## config.mk

```make
export PLATFORM = sky130hd
export DESIGN_NAME = aes_ctrl
export DESIGN_NICKNAME = d
export VERILOG_FILES = /design/src/design/aes_pkg.sv /design/src/design/aes_ctrl.sv
export SDC_FILE = /design/constraint.sdc
export NUM_CORES = 1
export LEC_CHECK = 0
export BUFFER_PORTS_ARGS = -buffer_cell sky130_fd_sc_hd__buf_2
export CAP_MARGIN = 0
export CELL_PAD_IN_SITES_DETAIL_PLACEMENT = 1
export CELL_PAD_IN_SITES_GLOBAL_PLACEMENT = 2
export CORE_ASPECT_RATIO = 0.6
export CORE_MARGIN = 4
export CORE_UTILIZATION = 30
export CTS_CLUSTER_DIAMETER = 120
export DETAILED_ROUTE_END_ITERATION = 7
export PLACE_DENSITY_LB_ADDON = 0.15
export SYNTH_ARGS = -nofsm -noshare
export SYNTH_HDL_FRONTEND = slang
export SYNTH_SLANG_ARGS = --single-unit
```

## constraint.sdc

```tcl
create_clock -name i_clk -period 5.1 [get_ports i_clk]
set_clock_uncertainty 0.1 [all_clocks]
set_input_delay 0.765 -clock i_clk [delete_from_list [all_inputs] [get_ports i_clk]]
set_output_delay 0.765 -clock i_clk [all_outputs]
set_load 0.01 [all_outputs]
```

## src/design/aes_pkg.sv

```systemverilog
// Package with shared types, S-box tables and round functions for the AES block cipher.
package aes_pkg;

    localparam int NUM_ROWS = 15;    // round-key rows, one 128-bit row per round key
    localparam int ROW_AW   = 4;     // round-key row address width

    localparam logic [1:0] KS_128 = 2'd0;
    localparam logic [1:0] KS_192 = 2'd1;
    localparam logic [1:0] KS_256 = 2'd2;

    localparam logic [2:0] REG_KEY_SIZE = 3'd0;
    localparam logic [2:0] REG_KEY_W0   = 3'd1;
    localparam logic [2:0] REG_KEY_W3   = 3'd4;

    typedef enum logic [2:0] {
        ST_IDLE,
        ST_EXPAND,
        ST_FETCH,
        ST_ROUND,
        ST_FINISH
    } t_state;

    typedef enum logic [1:0] {
        OP_NONE,
        OP_INIT,
        OP_MID,
        OP_LAST
    } t_op;

    typedef struct packed {
        logic cfg_wr;
        logic start;
    } t_kx_cmd;

    typedef struct packed {
        logic       hit;
        logic       busy;
        logic       done;
        logic [1:0] key_size;
    } t_kx_stat;

    typedef struct packed {
        logic load;
        t_op  op;
        logic dec;
        logic out_load;
    } t_dp_cmd;

    localparam logic [7:0] FWD_SBOX [256] = '{
        8'h63,8'h7c,8'h77,8'h7b,8'hf2,8'h6b,8'h6f,8'hc5,8'h30,8'h01,8'h67,8'h2b,8'hfe,8'hd7,8'hab,8'h76,
        8'hca,8'h82,8'hc9,8'h7d,8'hfa,8'h59,8'h47,8'hf0,8'had,8'hd4,8'ha2,8'haf,8'h9c,8'ha4,8'h72,8'hc0,
        8'hb7,8'hfd,8'h93,8'h26,8'h36,8'h3f,8'hf7,8'hcc,8'h34,8'ha5,8'he5,8'hf1,8'h71,8'hd8,8'h31,8'h15,
        8'h04,8'hc7,8'h23,8'hc3,8'h18,8'h96,8'h05,8'h9a,8'h07,8'h12,8'h80,8'he2,8'heb,8'h27,8'hb2,8'h75,
        8'h09,8'h83,8'h2c,8'h1a,8'h1b,8'h6e,8'h5a,8'ha0,8'h52,8'h3b,8'hd6,8'hb3,8'h29,8'he3,8'h2f,8'h84,
        8'h53,8'hd1,8'h00,8'hed,8'h20,8'hfc,8'hb1,8'h5b,8'h6a,8'hcb,8'hbe,8'h39,8'h4a,8'h4c,8'h58,8'hcf,
        8'hd0,8'hef,8'haa,8'hfb,8'h43,8'h4d,8'h33,8'h85,8'h45,8'hf9,8'h02,8'h7f,8'h50,8'h3c,8'h9f,8'ha8,
        8'h51,8'ha3,8'h40,8'h8f,8'h92,8'h9d,8'h38,8'hf5,8'hbc,8'hb6,8'hda,8'h21,8'h10,8'hff,8'hf3,8'hd2,
        8'hcd,8'h0c,8'h13,8'hec,8'h5f,8'h97,8'h44,8'h17,8'hc4,8'ha7,8'h7e,8'h3d,8'h64,8'h5d,8'h19,8'h73,
        8'h60,8'h81,8'h4f,8'hdc,8'h22,8'h2a,8'h90,8'h88,8'h46,8'hee,8'hb8,8'h14,8'hde,8'h5e,8'h0b,8'hdb,
        8'he0,8'h32,8'h3a,8'h0a,8'h49,8'h06,8'h24,8'h5c,8'hc2,8'hd3,8'hac,8'h62,8'h91,8'h95,8'he4,8'h79,
        8'he7,8'hc8,8'h37,8'h6d,8'h8d,8'hd5,8'h4e,8'ha9,8'h6c,8'h56,8'hf4,8'hea,8'h65,8'h7a,8'hae,8'h08,
        8'hba,8'h78,8'h25,8'h2e,8'h1c,8'ha6,8'hb4,8'hc6,8'he8,8'hdd,8'h74,8'h1f,8'h4b,8'hbd,8'h8b,8'h8a,
        8'h70,8'h3e,8'hb5,8'h66,8'h48,8'h03,8'hf6,8'h0e,8'h61,8'h35,8'h57,8'hb9,8'h86,8'hc1,8'h1d,8'h9e,
        8'he1,8'hf8,8'h98,8'h11,8'h69,8'hd9,8'h8e,8'h94,8'h9b,8'h1e,8'h87,8'he9,8'hce,8'h55,8'h28,8'hdf,
        8'h8c,8'ha1,8'h89,8'h0d,8'hbf,8'he6,8'h42,8'h68,8'h41,8'h99,8'h2d,8'h0f,8'hb0,8'h54,8'hbb,8'h16
    };

    localparam logic [7:0] INV_SBOX [256] = '{
        8'h52,8'h09,8'h6a,8'hd5,8'h30,8'h36,8'ha5,8'h38,8'hbf,8'h40,8'ha3,8'h9e,8'h81,8'hf3,8'hd7,8'hfb,
        8'h7c,8'he3,8'h39,8'h82,8'h9b,8'h2f,8'hff,8'h87,8'h34,8'h8e,8'h43,8'h44,8'hc4,8'hde,8'he9,8'hcb,
        8'h54,8'h7b,8'h94,8'h32,8'ha6,8'hc2,8'h23,8'h3d,8'hee,8'h4c,8'h95,8'h0b,8'h42,8'hfa,8'hc3,8'h4e,
        8'h08,8'h2e,8'ha1,8'h66,8'h28,8'hd9,8'h24,8'hb2,8'h76,8'h5b,8'ha2,8'h49,8'h6d,8'h8b,8'hd1,8'h25,
        8'h72,8'hf8,8'hf6,8'h64,8'h86,8'h68,8'h98,8'h16,8'hd4,8'ha4,8'h5c,8'hcc,8'h5d,8'h65,8'hb6,8'h92,
        8'h6c,8'h70,8'h48,8'h50,8'hfd,8'hed,8'hb9,8'hda,8'h5e,8'h15,8'h46,8'h57,8'ha7,8'h8d,8'h9d,8'h84,
        8'h90,8'hd8,8'hab,8'h00,8'h8c,8'hbc,8'hd3,8'h0a,8'hf7,8'he4,8'h58,8'h05,8'hb8,8'hb3,8'h45,8'h06,
        8'hd0,8'h2c,8'h1e,8'h8f,8'hca,8'h3f,8'h0f,8'h02,8'hc1,8'haf,8'hbd,8'h03,8'h01,8'h13,8'h8a,8'h6b,
        8'h3a,8'h91,8'h11,8'h41,8'h4f,8'h67,8'hdc,8'hea,8'h97,8'hf2,8'hcf,8'hce,8'hf0,8'hb4,8'he6,8'h73,
        8'h96,8'hac,8'h74,8'h22,8'he7,8'had,8'h35,8'h85,8'he2,8'hf9,8'h37,8'he8,8'h1c,8'h75,8'hdf,8'h6e,
        8'h47,8'hf1,8'h1a,8'h71,8'h1d,8'h29,8'hc5,8'h89,8'h6f,8'hb7,8'h62,8'h0e,8'haa,8'h18,8'hbe,8'h1b,
        8'hfc,8'h56,8'h3e,8'h4b,8'hc6,8'hd2,8'h79,8'h20,8'h9a,8'hdb,8'hc0,8'hfe,8'h78,8'hcd,8'h5a,8'hf4,
        8'h1f,8'hdd,8'ha8,8'h33,8'h88,8'h07,8'hc7,8'h31,8'hb1,8'h12,8'h10,8'h59,8'h27,8'h80,8'hec,8'h5f,
        8'h60,8'h51,8'h7f,8'ha9,8'h19,8'hb5,8'h4a,8'h0d,8'h2d,8'he5,8'h7a,8'h9f,8'h93,8'hc9,8'h9c,8'hef,
        8'ha0,8'he0,8'h3b,8'h4d,8'hae,8'h2a,8'hf5,8'hb0,8'hc8,8'heb,8'hbb,8'h3c,8'h83,8'h53,8'h99,8'h61,
        8'h17,8'h2b,8'h04,8'h7e,8'hba,8'h77,8'hd6,8'h26,8'he1,8'h69,8'h14,8'h63,8'h55,8'h21,8'h0c,8'h7d
    };

    function automatic logic [7:0] xt(input logic [7:0] a);
        xt = {a[6:0], 1'b0} ^ (a[7] ? 8'h1b : 8'h00);
    endfunction

    function automatic logic [3:0] num_rounds(input logic [1:0] ks);
        num_rounds = 4'd10 + {1'b0, ks, 1'b0};
    endfunction

    function automatic logic [31:0] sub_word(input logic [31:0] w);
        sub_word = {FWD_SBOX[w[31:24]], FWD_SBOX[w[23:16]],
                    FWD_SBOX[w[15:8]], FWD_SBOX[w[7:0]]};
    endfunction

    // Byte k of the state sits at bits [127-8k -: 8].
    function automatic logic [127:0] fwd_sub_shift(input logic [127:0] s);
        logic [127:0] t;
        t = '0;
        for (int c = 0; c < 4; c++) begin
            for (int r = 0; r < 4; r++) begin
                t[127 - 8 * (4 * c + r) -: 8] =
                    FWD_SBOX[s[127 - 8 * (4 * ((c + r) % 4) + r) -: 8]];
            end
        end
        fwd_sub_shift = t;
    endfunction

    function automatic logic [127:0] inv_sub_shift(input logic [127:0] s);
        logic [127:0] t;
        t = '0;
        for (int c = 0; c < 4; c++) begin
            for (int r = 0; r < 4; r++) begin
                t[127 - 8 * (4 * ((c + r) % 4) + r) -: 8] =
                    INV_SBOX[s[127 - 8 * (4 * c + r) -: 8]];
            end
        end
        inv_sub_shift = t;
    endfunction

    function automatic logic [127:0] fwd_mix(input logic [127:0] s);
        logic [127:0] t;
        logic [7:0]   a0, a1, a2, a3;
        t = '0;
        for (int c = 0; c < 4; c++) begin
            a0 = s[127 - 32 * c -: 8];
            a1 = s[119 - 32 * c -: 8];
            a2 = s[111 - 32 * c -: 8];
            a3 = s[103 - 32 * c -: 8];
            t[127 - 32 * c -: 8] = xt(a0) ^ xt(a1) ^ a1 ^ a2 ^ a3;
            t[119 - 32 * c -: 8] = a0 ^ xt(a1) ^ xt(a2) ^ a2 ^ a3;
            t[111 - 32 * c -: 8] = a0 ^ a1 ^ xt(a2) ^ xt(a3) ^ a3;
            t[103 - 32 * c -: 8] = xt(a0) ^ a0 ^ a1 ^ a2 ^ xt(a3);
        end
        fwd_mix = t;
    endfunction

    // Multiples 9, 11, 13 and 14 of each byte built from doubling chains.
    function automatic logic [127:0] inv_mix(input logic [127:0] s);
        logic [127:0] t;
        logic [7:0]   a [4];
        logic [7:0]   m9 [4];
        logic [7:0]   m11 [4];
        logic [7:0]   m13 [4];
        logic [7:0]   m14 [4];
        logic [7:0]   x2, x4, x8;
        t = '0;
        for (int c = 0; c < 4; c++) begin
            for (int r = 0; r < 4; r++) begin
                a[r]   = s[127 - 8 * (4 * c + r) -: 8];
                x2     = xt(a[r]);
                x4     = xt(x2);
                x8     = xt(x4);
                m9[r]  = x8 ^ a[r];
                m11[r] = x8 ^ x2 ^ a[r];
                m13[r] = x8 ^ x4 ^ a[r];
                m14[r] = x8 ^ x4 ^ x2;
            end
            t[127 - 32 * c -: 8] = m14[0] ^ m11[1] ^ m13[2] ^ m9[3];
            t[119 - 32 * c -: 8] = m9[0] ^ m14[1] ^ m11[2] ^ m13[3];
            t[111 - 32 * c -: 8] = m13[0] ^ m9[1] ^ m14[2] ^ m11[3];
            t[103 - 32 * c -: 8] = m11[0] ^ m13[1] ^ m9[2] ^ m14[3];
        end
        inv_mix = t;
    endfunction

endpackage

```

## src/design/aes_ctrl.sv

```systemverilog
// Controller state machine: request handshakes, key expansion and round sequencing.
module aes_ctrl (
    input  logic                       i_clk,
    input  logic                       i_rst_n,
    input  logic                       i_in_valid,
    output logic                       o_in_ready,
    input  logic                       i_action,
    output logic                       o_out_valid,
    input  logic                       i_out_ready,
    input  logic                       i_cfg_valid,
    output logic                       o_cfg_ready,
    input  aes_pkg::t_kx_stat          i_kx,
    output aes_pkg::t_kx_cmd           o_kx,
    output aes_pkg::t_dp_cmd           o_dp,
    output logic                       o_re,
    output logic [aes_pkg::ROW_AW-1:0] o_raddr
);

    aes_pkg::t_state r_state;
    aes_pkg::t_state n_state;
    logic [3:0]      r_rnd;
    logic [3:0]      n_rnd;
    logic            r_dec;
    logic            n_dec;
    logic            r_out_valid;
    logic            n_out_valid;
    logic [3:0]      nr;
    logic [3:0]      step;
    logic            in_acc;
    logic            cfg_acc;

    always_ff @(posedge i_clk) begin
        if (!i_rst_n) begin
            r_state     <= aes_pkg::ST_IDLE;
            r_rnd       <= '0;
            r_dec       <= 1'b0;
            r_out_valid <= 1'b0;
        end else begin
            r_state     <= n_state;
            r_rnd       <= n_rnd;
            r_dec       <= n_dec;
            r_out_valid <= n_out_valid;
        end
    end

    always_comb begin
        nr          = aes_pkg::num_rounds(i_kx.key_size);
        step        = r_rnd - 4'd1;
        o_in_ready  = r_state == aes_pkg::ST_IDLE;
        o_cfg_ready = r_state == aes_pkg::ST_IDLE && !i_in_valid;
        in_acc      = i_in_valid && o_in_ready;
        cfg_acc     = i_cfg_valid && o_cfg_ready;
        n_state     = r_state;
        n_rnd       = r_rnd;
        n_dec       = r_dec;
        n_out_valid = r_out_valid && !i_out_ready;
        o_kx.cfg_wr = cfg_acc;
        o_kx.start  = cfg_acc && i_kx.hit;
        o_dp.load     = 1'b0;
        o_dp.op       = aes_pkg::OP_NONE;
        o_dp.dec      = r_dec;
        o_dp.out_load = 1'b0;
        o_re        = 1'b0;
        o_raddr     = r_dec ? nr - r_rnd : r_rnd;
        unique case (r_state)
            aes_pkg::ST_IDLE: begin
                if (cfg_acc && i_kx.hit) begin
                    n_state = aes_pkg::ST_EXPAND;
                end else if (in_acc) begin
                    o_dp.load = 1'b1;
                    n_dec     = i_action;
                    n_rnd     = '0;
                    n_state   = aes_pkg::ST_FETCH;
                end
            end
            aes_pkg::ST_EXPAND: begin
                if (i_kx.done) begin
                    n_state = aes_pkg::ST_IDLE;
                end
            end
            aes_pkg::ST_FETCH: begin
                o_re    = 1'b1;
                n_rnd   = 4'd1;
                n_state = aes_pkg::ST_ROUND;
            end
            aes_pkg::ST_ROUND: begin
                o_re = r_rnd <= nr;
                if (step == 4'd0) begin
                    o_dp.op = aes_pkg::OP_INIT;
                end else if (step == nr) begin
                    o_dp.op = aes_pkg::OP_LAST;
                end else begin
                    o_dp.op = aes_pkg::OP_MID;
                end
                if (step == nr) begin
                    n_state = aes_pkg::ST_FINISH;
                end else begin
                    n_rnd = r_rnd + 4'd1;
                end
            end
            aes_pkg::ST_FINISH: begin
                if (!r_out_valid || i_out_ready) begin
                    o_dp.out_load = 1'b1;
                    n_out_valid   = 1'b1;
                    n_state       = aes_pkg::ST_IDLE;
                end
            end
            default: n_state = aes_pkg::ST_IDLE;
        endcase
    end

    assign o_out_valid = r_out_valid;

`ifndef NO_ASSERTIONS
    a_done_in_expand: assert property (@(posedge i_clk) disable iff (!i_rst_n)
        i_kx.done |-> r_state == aes_pkg::ST_EXPAND)
        else $error("key expansion finished outside the expand state");
    a_rise_after_finish: assert property (@(posedge i_clk) disable iff (!i_rst_n)
        $rose(r_out_valid) |-> $past(r_state) == aes_pkg::ST_FINISH)
        else $error("result became valid without a finished block");
    a_round_nonzero: assert property (@(posedge i_clk) disable iff (!i_rst_n)
        r_state == aes_pkg::ST_ROUND |-> r_rnd != 4'd0 && step <= nr)
        else $error("round counter out of range");
    a_no_item_while_expanding: assert property (@(posedge i_clk) disable iff (!i_rst_n)
        i_kx.busy |-> !o_in_ready)
        else $error("input ready while key schedule is being expanded");
`endif

endmodule

```

* Word-level counts from Yosys, hierarchy flattened
Cells that the tools add are included.
Word-level totals: bits in registers 9, input port bits 11, output and inout port bits 15, word-level logic and storage cells 59
Cells by class: add/subtract/negate cells 4, magnitude comparators 1, eq/ne operators 12, muxes and demuxes 22, bitwise logic cells 1, reduce and logical (&&, ||, !) cells 15
Operators with widths (count):
- $mux 4 | 4
- $mux 3 | 5
- $pmux 3 s5 | 1
- $pmux 4 s3 | 1
- $ne 2x2->1 const B | 5
- $mux 1 | 8
- $reduce_and 4->1 | 2
- $eq 3x2->1 const B | 2
- $logic_and 1x1->1 | 5
- $add 4x1->4 const B | 1
- $add 4x3->4 const A | 1
- $eq 4x4->1 | 1
- $le 4x4->1 | 1
- $logic_not 4->1 | 1
- $mux 2 | 2
- $sub 4x1->4 const B | 1
- $sub 4x4->4 | 1
- $eq 3x1->1 const B | 1
- $eq 3x3->1 const B | 1
- $logic_not 1->1 | 3
- $logic_not 3->1 | 1
- $ne 3x1->1 const B | 1
- $reduce_and 3->1 | 1
- $reduce_bool 3->1 | 1
- other kinds (4) | 4

* Longest topological paths before layout
Gate-level depths: netlist of run 1.
depth in word-level cells 6, depth in mapped cells 7, depth with buffers taken out 6

* Worst setup path before layout of run 1
OpenSTA, ideal clock, no wires.
path kind in2out, from input port i_kx[0] (netlist name), to output port o_dp[2] (netlist name), arrival 2068 ps, required time 4235 ps, setup slack 2167 ps, stages 5, buffers on the path 0, cells stage by stage inv_1 fa_1 nand2_1 or3_1 a21oi_1
RTL lines:
- start: declaration | line aes_ctrl.sv:12 | input aes_pkg::t_kx_stat i_kx,
- end: declaration | line aes_ctrl.sv:14 | output aes_pkg::t_dp_cmd o_dp,

==> summary.md, run 1 <==
| Metric | Value |
|---|---|
| Worst EP arrival | 2.32 ns |
| Maximum number of pins on one net before global-route repair | 14 |
| Cell count after placement | between 150 and 200 |
| Final count of negative-setup-slack endpoints | 0 |
| Quantity of I/O buffers inserted on ports | 24 |
| Max Clk Rate | 0.3136 GHz |
| Clock insertion delay at the later pin of the skew report | ~0.23 ns |
| Antenna violations before repair | 0 |
| Final non-filler cell total | roughly 160 |
| Fraction of the cycle the final worst path needs | between 60% and 70% |
| Post-Layout Inst Area | 1013 um^2 |
| Transition at the pin with the smallest max-transition slack | between 0.5 and 0.6 ns |
| Critical path class | primary input to output pin |
| Routability Congestion | 0.7455 |
| Global-route usage over all layers | between 10 and 15% |
| Total number of vias | 808 |
| Max-Cap Viols | 0 |
| Clk sinks | 9 |
| Data required time of the worst path | about 4.2 ns |
| Placeable Area | ~2600 um^2 |
| Leakage Power | ~0.47 nW |
| Register bit total from synthesis | 9 |
| Clock H-tree levels | 1 |
| Count of hold-fix buffers inserted at cts | 0 |
| Post-Place Setup Slack | about 1.9 ns |
| Distinct cell type count after synthesis | 39 |
| Commonest register cell after synthesis | dfxtp_1 |
| Max Buffers Root-to-Sink | 2 |
| DRC marker count from the first detailed-route iteration | 62 |
| Total congestion overflow after global routing | 0 |
| Startpoint types | primary input |
| Top cell family by delay on the critical path | adder cells |
| Buffers plus inverters on the worst setup path | 3 |
| Number of global-route vias before repair | roughly 800 |
| IR drop worst, VDD | 0.1150 mV |
| Placed cell areas | between 900 and 1000 um^2 |
| Die span in y | ~50 um |
| CTS tree | done |
| Critical Path Sink Type | output pin |
| Final Net Count | between 100 and 150 |
| Hold Vio Cnt, Final | 0 |
| Number of buffers created by CTS | 3 |
| Most common cell on crit path | buf_2 |
| Number of max-slew violations in the final report | 0 |
| Sequential element share of the synthesized area | a little over a fifth |
| Initial cell density of the core | 32.60% |
| Die area | about 3800 um^2 |
| Minimum setup slack in the final design | about 1.9 ns |
| First drt pass iteration count | 4 |
| Number of resized instances in the post-cts repair step | 0 |
| Syn Inst Count | about 110 |
| Cells traversed along the worst timing path | buf_2, inv_1, fa_1, nand2_1, or3_1, a21oi_1, buf_2 |
| Global-route wire length before repair | approximately 4100 um |
| Min-Delay Path Class | register to register |
| Post-synthesis to final-layout area growth | 19.12% |
| Layout cells sized above 1 | roughly 25% |
| Post-Syn Area per Cell | approximately 8 um^2 |
| Via density per instance | between 5 and 6 |
| Root Buffer Master | clkbuf_8 |
| Crit Path Max Fanout | 3 |
| Final ANT Viol Nets | 0 |
| Power per cell area | 252.2 nW/um^2 |
| X dimension of the die | around 77 um |
| Run status | completed |
| Worst slew slack as a fraction of its limit | between 60 and 70% |
| Crit-path slowest cell | fa_1 |
| Hpwl dp | just over 2000 um |
| Post CTS Setup Buffer Count | 0 |
| Drc violations | 0 |
| Synthesized netlist net count | 127 |
| Slowest Stage Delay on Critical Path | between 0.5 and 0.6 ns |
| Mapped Area | 850.8 um^2 |
| Sum of negative setup slack | 0 ns |
| Syn. warnings | 0 |
| Fraction of registers with async set or reset after synthesis | 0% |
| Clock transition at the registers of the reported paths | ~0.05 ns |
| Placement Rows | 14 |
| Drt wl/cell | 15.68 um |
| I/O pin cnt | 26 |
| Worst hold slack | approximately 0.47 ns |
| Number of enable flip-flop cells after synthesis | 0 |
| Wire length after detailed routing | roughly 2500 um |
| Diode insertion count for antenna repair | 0 |
| Crit path time final | around 3.2 ns |
| Setup repair after global routing missed its margin | false |
==> worst reg2reg max path: stages (launching register included) <==
cell and delay, ns:
dfxtp_1 0.53, inv_1 0.16, fa_1 0.57, nand2_1 0.10, nor3_1 0.51, nor4_1 0.11, a211o_1 0.25
==> through the flow <==
step / utilization, % / power, mW
after detailed placement: 37.10 / 0.1737
after global placement: 37.10 / 0.1718
after global routing: 38.83 / 0.2741
after floorplan: - / 0.1469
final: 38.83 / 0.2556
after CTS: 38.83 / 0.2583
==> synthesized netlist by cell type, types with 3 or more instances <==
cell type	number	area (um^2)
nor3_1	5	25.02
nor2_1	3	11.26
nor4_1	4	25.02
inv_1	10	37.54
ha_1	8	100.1
clkbuf_1	4	15.01
dfxtp_1	9	180.2
nand2_1	11	41.29
o21ai_0	4	20.02
nand2b_1	3	18.77
a21boi_0	3	22.52
buf_4	3	22.52
nor2b_1	4	25.02
and3_1	4	25.02
a21oi_1	3	15.01
==> kinds of logic after synthesis <==
group | Yosys count | share of synthesized area, %
multiplexers | 1 | 1.177
adder cells (fa/ha/maj) | 9 | 14.12
XOR/XNOR | 3 | 5.883
AND/OR/NAND/NOR | 43 | 27.65
buffers and inverters | 18 | 9.411
AO/OA/AOI/OAI | 24 | 20.59
flip-flops | 9 | 21.18
==> cells in the final DEF, fill, tap and decap left out <==
master and n:
o31a_1 2, and3_1 4, fa_1 1, nor3_1 5
o31ai_1 1, or2b_1 1, inv_1 10, o22ai_1 1
o21a_1 2, nor4_2 1, nor2b_1 4, nand3_1 2
buf_2 24, dfxtp_1 9, a21boi_0 3, a211oi_1 1
clkbuf_1 1, a21o_1 1, a2bb2oi_1 2, o22a_1 1
nor4_1 4, a32o_2 1, clkbuf_8 3, ha_1 8
a21oi_1 3, xor3_2 1, nor2_1 3, nand2_1 11
a32o_1 1, mux2i_1 1, xnor2_1 1, and2_1 2
and3_2 1, nor3b_1 1, xnor2_2 1, o21ai_0 4
or3_1 1, nand2b_1 3, a211o_1 1
==> layer usage <==
metal | routed length, um | global-route usage, % | vias up
met4 | 6 | 2.108 | 0
met2 | 968 | 18.06 | 13
met3 | 118 | 5.720 | 2
met1 | 1401 | 20.53 | 380
li1 | - | - | 413
met5 | 0 | 0 | -
==> layout make-up <==
type / instances / area [um^2]
flip-flops and latches: 9 / 180.2
multi-input cells: 80 / 590.6
repair buffers: 24 / 120.1
clock buffers: 4 / 45.04
fillers: 335 / 1597
well taps: 32 / 40.04
inverters: 10 / 37.54
==> state kept, by name, indices dropped and copies added, names as in the netlist <==
name,flops
o_out_valid,1
r_dec,1
r_rnd,4
r_state,3
==> where the power goes <==
part	switching [mW]	internal, mW
Clock	0.0288	0.0545
Combinational	0.0447	0.0383
Sequential	0.0137	0.0756
Total	0.0872	0.168
==> worst paths after layout <==
path | from | end | slack, ns | cells after the start
setup reg to reg | r_rnd[0]$_SDFFE_PN0P_ | r_rnd[3]$_SDFFE_PN0P_ | 2.65 | 6
hold / removal | o_out_valid$_SDFF_PN0_ | o_out_valid$_SDFF_PN0_ | 0.47 | 2
hold reg to reg | o_out_valid$_SDFF_PN0_ | o_out_valid$_SDFF_PN0_ | 0.47 | 2
setup / recovery | i_kx[0] | o_dp[2] | 1.91 | 7
Power figures use the tool's default switching activity.
==> inputs of run 2 (changes only) <==
--- a/config.mk
+++ b/config.mk
@@ -11,7 +11,7 @@
 export CELL_PAD_IN_SITES_GLOBAL_PLACEMENT = 2
 export CORE_ASPECT_RATIO = 0.6
 export CORE_MARGIN = 4
-export CORE_UTILIZATION = 30
+export CORE_UTILIZATION = 25
 export CTS_CLUSTER_DIAMETER = 120
 export DETAILED_ROUTE_END_ITERATION = 7
 export PLACE_DENSITY_LB_ADDON = 0.15
==> constraint.sdc (replaced) <==
create_clock -name i_clk -period 2.6 [get_ports i_clk]
set_clock_uncertainty 0.1 [all_clocks]
set_input_delay 0.39 -clock i_clk [delete_from_list [all_inputs] [get_ports i_clk]]
set_output_delay 0.39 -clock i_clk [all_outputs]
set_load 0.01 [all_outputs]
==> summary.md, run 2 (synthesis gave the netlist of run 1 again) <==
| Metric | Value |
|---|---|
| Run status | completed |
| Register-to-Register Path Depth | 6 |
| Antenna violations before repair | 0 |
| Total congestion overflow after global routing | 0 |
| CTS tree | done |
| Hold Vio Cnt, Final | 0 |
| Number of buffers created by CTS | 3 |
| Startpoint types | register |
| Drt wl/cell | around 14 um |
| Minimum setup slack in the final design | ~0.12 ns |
| First drt pass iteration count | 4 |
| Die area | 4432 um^2 |
| Most frequent cells in the layout | buf_2, nand2_1, inv_1 |
| Quantity of I/O buffers inserted on ports | 24 |
| Number of global-route vias before repair | 871 |
| Clock insertion delay at the later pin of the skew report | about 0.24 ns |
| Count of hold-fix buffers inserted at cts | 0 |
| Post CTS Setup Buffer Count | 0 |
| Worst flop-to-flop path startpoint | r_rnd[1]$_SDFFE_PN0P_ |
| Register-to-register setup slack | ~0.5 ns |
| Leakage Power | between 0.4 and 0.5 nW |
| IR drop worst, VDD | 0.1679 mV |
| Cell count after placement | 170 |
| DRC marker count from the first detailed-route iteration | 35 |
| Via density per instance | between 4 and 5 |
| Most congested layer reported by global routing | met2 |
| Drc violations | 0 |
| Max Clk Rate | between 0.4 and 0.5 GHz |
| Diode insertion count for antenna repair | 0 |
| Final count of negative-setup-slack endpoints | 0 |
| Fraction of the cycle the final worst path needs | between 90% and 100% |
| Terminus of the critical flop-to-flop path | r_rnd[3]$_SDFFE_PN0P_ |
| Sum of negative setup slack | 0 ns |
| Post-Place Setup Slack | ~0.17 ns |
| Worst EP arrival | around 2.0 ns |
| Die span in y | around 53 um |
| Hold path endpoint | r_dec$_SDFFE_PN0P_ |
| Post-synthesis to final-layout area growth | 23.97% |
| Hpwl dp | 2044 um |
| Register with the most flip-flops | r_rnd |
| Clock H-tree levels | 1 |
| Depth of the worst hold-timing path | 3 |
| I/O pin cnt | 26 |
| Clk sinks | 9 |
| Global-route wire length before repair | 4250 um |
| Clock transition at the registers of the reported paths | around 0.05 ns |
| Crit Path Max Fanout | 6 |
| Crit path time final | around 2.5 ns |
| Power per cell area | 483.8 nW/um^2 |
| Max-Cap Viols | 0 |
| Worst Min Path Start | i_action |
| Global-route usage over all layers | about an eighth |
| Post-Layout Inst Area | 1055 um^2 |
| Placeable Area | roughly 3300 um^2 |
| Final ANT Viol Nets | 0 |
| X dimension of the die | 83.32 um |
| Most frequent standard cell in the layout excluding fill and tap cells | buf_2 |
| Final non-filler cell total | approximately 170 |
| Min-Delay Path Class | primary input to register |
| Maximum number of pins on one net before global-route repair | 13 |
| Data required time of the worst path | approximately 2.1 ns |
| Wire length after detailed routing | 2409 um |
| Met2 track demand over resource in global routing | about a fifth |
| Flip-flop count of the largest register after layout | 4 |
| Transition at the pin with the smallest max-transition slack | about 0.52 ns |
| Final Net Count | 150 |
| Worst slew slack as a fraction of its limit | 64.89% |
| Number of max-slew violations in the final report | 0 |
| Root Buffer Master | clkbuf_8 |
| Initial cell density of the core | 26.07% |
| Layout cells sized above 1 | approximately 30% |
| Routability Congestion | a little over 0.7 |
| Met3 Resource Use GR | 3.888% |
| Placement Rows | 16 |
| Setup repair after global routing missed its margin | false |
| Placed cell areas | between 900 and 1000 um^2 |
| Critical path class | register to output pin |
| Total number of vias | 833 |
| Biggest registers after layout | r_rnd (4), r_state (3) |
| Max Buffers Root-to-Sink | 2 |
| Critical Path Sink Type | output pin |
| Met1 usage | 17.25% |
## run 2: cell types whose count changed in the layout (fill, tap and decap cells not counted), sizes merged
cell	change
clkbuf	-1
buf	+2
clkinv	+1
## run 2: what timing repair did
action / 4_1_cts / 5_1_grt
resized for setup: 1 / 3
cloned: 0 / 0
setup endpoints to repair: 1 / 3
## run 2: area by class of cell
cell class              instances  area [um^2]
clock buffers                   3        41.29
clock inverters                 1        5.005
well taps                      45        56.30
inverters                      10        37.54
flip-flops and latches          9        181.4
fillers                       412         2208
repair buffers                 26        135.1
multi-input cells              80        598.1
## run 2: stage by stage
step	utilization, %	total power [mW]	hold WS (ns)
after global placement	30.64	0.3424	0.4364
after detailed placement	30.64	0.3467	0.4443
after CTS	32.09	0.5170	0.3434
after global routing	32.32	0.5559	0.3598
final	32.32	0.5103	0.3335
after floorplan	-	0.2882	0.4075
## run 2: routing by layer
metal | vias to the layer above | part of all wire, %
li1 | 417 | -
met1 | 398 | 55
met2 | 18 | 40
met3 | 0 | 4.6
met4 | 0 | 0
met5 | - | 0
## run 2: power by group
part	internal (mW)	switching (mW)	total, mW
Combinational	0.0811	0.0998	0.181
Clock	0.105	0.0624	0.168
Sequential	0.148	0.0138	0.162
## run 2: critical path, cell delays in order (launching register included)
cell     delay [ns]
dfxtp_2        0.38
inv_2          0.08
fa_1           0.50
nand2_1        0.09
or3_4          0.41
a21oi_1        0.13
buf_2          0.14
## run 2: worst max path at each step
| stage | from | to | slack (ns) |
|---|---|---|---|
| 2_1_floorplan | r_rnd[0]$_SDFFE_PN0P_ | o_dp[2] | 0.17 |
| 5_1_grt | r_rnd[1]$_SDFFE_PN0P_ | o_dp[2] | 0.01 |
| 3_5_place_dp | i_kx[0] | o_dp[2] | 0.17 |
| 3_3_place_gp | i_kx[0] | o_dp[2] | 0.21 |
| 4_1_cts | r_rnd[1]$_SDFFE_PN0P_ | o_dp[2] | 0.02 |
| 6_report | r_rnd[1]$_SDFFE_PN0P_ | o_dp[2] | 0.12 |
==> inputs of run 3 (changes only) <==
--- a/config.mk
+++ b/config.mk
@@ -15,6 +15,7 @@
 export CTS_CLUSTER_DIAMETER = 120
 export DETAILED_ROUTE_END_ITERATION = 7
 export PLACE_DENSITY_LB_ADDON = 0.15
+export REMOVE_ABC_BUFFERS = 1
 export SYNTH_ARGS = -nofsm -noshare
 export SYNTH_HDL_FRONTEND = slang
 export SYNTH_SLANG_ARGS = --single-unit
==> summary.md, run 3 (synthesis gave the netlist of run 1 again) <==
| Metric | Value |
|---|---|
| Clock network power share | around 33% |
| Clock H-tree levels | 1 |
| Setup repair after global routing missed its margin | false |
| Clock insertion delay at the later pin of the skew report | approximately 0.24 ns |
| Hold Vio Cnt, Final | 0 |
| X dimension of the die | 83.32 um |
| CTS tree | done |
| Minimum setup slack in the final design | 0.1014 ns |
| Final count of negative-setup-slack endpoints | 0 |
| Most frequent standard cell in the layout excluding fill and tap cells | buf_2 |
| Global-route usage over all layers | about an eighth |
| Run status | completed |
| Number of buffers created by CTS | 3 |
| Diode insertion count for antenna repair | 0 |
| Biggest registers after layout | r_rnd (4), r_state (3) |
| Cell internal power dissipation | around 0.33 mW |
| Clk sinks | 9 |
| Root Buffer Master | clkbuf_8 |
| Layout cells sized above 1 | approximately 30% |
| Transition at the pin with the smallest max-transition slack | around 0.5 ns |
| IR drop worst, VDD | roughly 0.28 mV |
| Worst slew slack as a fraction of its limit | around 66% |
| Register-to-Register Path Depth | 6 |
| Crit path time final | about 2.5 ns |
| DRC marker count from the first detailed-route iteration | 38 |
| Power dissipated by switching net loads | 0.1816 mW |
| Count of hold-fix buffers inserted at cts | 0 |
| Relative contribution of sequential cells to total power | ~32% |
| Depth of the worst hold-timing path | 3 |
| Flip-flop count of the largest register after layout | 4 |
| Die span in y | approximately 53 um |
| Post-Place Setup Slack | 0.1891 ns |
| Most congested layer reported by global routing | met2 |
| Max Buffers Root-to-Sink | 2 |
| Fraction of the cycle the final worst path needs | between 90 and 100% |
| Via density per instance | between 4 and 5 |
| Placeable Area | 3263 um^2 |
| Crit Path Max Fanout | 6 |
| Final Net Count | between 150 and 200 |
| Met3 Resource Use GR | under 10% |
| Antenna violations before repair | 0 |
| Initial cell density of the core | 26.07% |
| Sum of negative setup slack | 0 ns |
| Max-Cap Viols | 0 |
| Final Power | just over 0.5 mW |
| Power per cell area | between 400 and 500 nW/um^2 |
| Total congestion overflow after global routing | 0 |
| Number of global-route vias before repair | 850 |
| Number of max-slew violations in the final report | 0 |
| Total number of vias | 831 |
| Post-synthesis to final-layout area growth | 24.56% |
| Met1 usage | between 15 and 20% |
| Critical Path Sink Type | output pin |
| Global-route wire length before repair | 4181 um |
| Maximum number of pins on one net before global-route repair | 11 |
| Quantity of I/O buffers inserted on ports | 24 |
| Worst EP arrival | ~2.0 ns |
| Critical path class | register to output pin |
| I/O pin cnt | 26 |
| First drt pass iteration count | 3 |
| Drc violations | 0 |
| Max Clk Rate | 0.4002 GHz |
| Min-Delay Path Class | primary input to register |
| Drt wl/cell | 14.63 um |
| Leakage Power | approximately 0.5 nW |
| Clock transition at the registers of the reported paths | about 0.050 ns |
| Wire length after detailed routing | 2560 um |
| Proportion of total power due to net switching | between 30% and 40% |
| Final ANT Viol Nets | 0 |
| Data required time of the worst path | between 2 and 2.5 ns |
| Placement Rows | 16 |
| Die area | ~4400 um^2 |
| Fraction of power consumed by combinational cells | about a third |
| Hpwl dp | 2094 um |
| Routability Congestion | 0.7547 |
| Met2 track demand over resource in global routing | a little under a fifth |
| Startpoint types | register |
| Most frequent cells in the layout | buf_2, nand2_1, inv_1 |
| Register with the most flip-flops | r_rnd |
## run 3: changes by cell type in the layout (fill, tap and decap cells not counted)
cell / change
buf_4: +1
ha_2: -1
ha_1: +1
## run 3: final cells by class
class | count | area, um^2
fill | 413 | 2203
multi-input combinational | 80 | 595.6
sequential | 9 | 181.4
timing repair buffer | 27 | 142.6
tap | 45 | 56.30
clock buffer | 3 | 41.29
inverter | 10 | 37.54
clock inverter | 1 | 5.005
## run 3: metrics by stage
| stage | std cells | util [%] | area (um^2) | hold slack (ns) |
|---|---|---|---|---|
| 2_1_floorplan | 99 | - | 808.3 | 0.4075 |
| 3_3_place_gp | 171 | 30.87 | 1007 | 0.4352 |
| 3_5_place_dp | 171 | 30.87 | 1007 | 0.4557 |
| 4_1_cts | 175 | 32.32 | 1055 | 0.3245 |
| 5_1_grt | 175 | 32.48 | 1060 | 0.3442 |
| 6_report | 175 | 32.48 | 1060 | 0.3203 |
## run 3: critical path, stage by stage, from the launching register on
cell	delay (ns)
dfxtp_2	0.39
inv_2	0.08
fa_1	0.51
nand2_1	0.10
or3_4	0.41
a21oi_1	0.13
buf_2	0.15
## run 3: path summary, 6_finish.rpt
kind,from,to,slack [ns]
setup reg to reg,r_rnd[1]$_SDFFE_PN0P_,r_rnd[3]$_SDFFE_PN0P_,0.65
hold / removal,i_action,r_dec$_SDFFE_PN0P_,0.32
hold reg to reg,o_out_valid$_SDFF_PN0_,o_out_valid$_SDFF_PN0_,0.45
setup / recovery,r_rnd[1]$_SDFFE_PN0P_,o_dp[2],0.10
## run 3: routing by layer
metal  routed length (um)  share of wire (%)
met4                   10               0.39
met1                 1366                 53
met5                    0                  0
met3                   85                3.3
met2                 1097                 43
## run 3: power by group through the flow
| stage | clock (mW) | sequential (mW) | combinational, mW |
|---|---|---|---|
| 2_1_floorplan | 0 | 0.171 | 0.106 |
| 6_report | 0.171 | 0.165 | 0.180 |
| 3_3_place_gp | 0 | 0.167 | 0.177 |
| 3_5_place_dp | 0 | 0.168 | 0.181 |
| 4_1_cts | 0.180 | 0.165 | 0.182 |
| 5_1_grt | 0.187 | 0.167 | 0.203 |
## run 3: repair_timing
action | CTS | global route
pin swaps | 0 | 0
buffers inserted | 0 | 0
endpoints found under the setup margin | 1 | 2
resized for setup | 1 | 2
hold endpoints to repair | 0 | 0
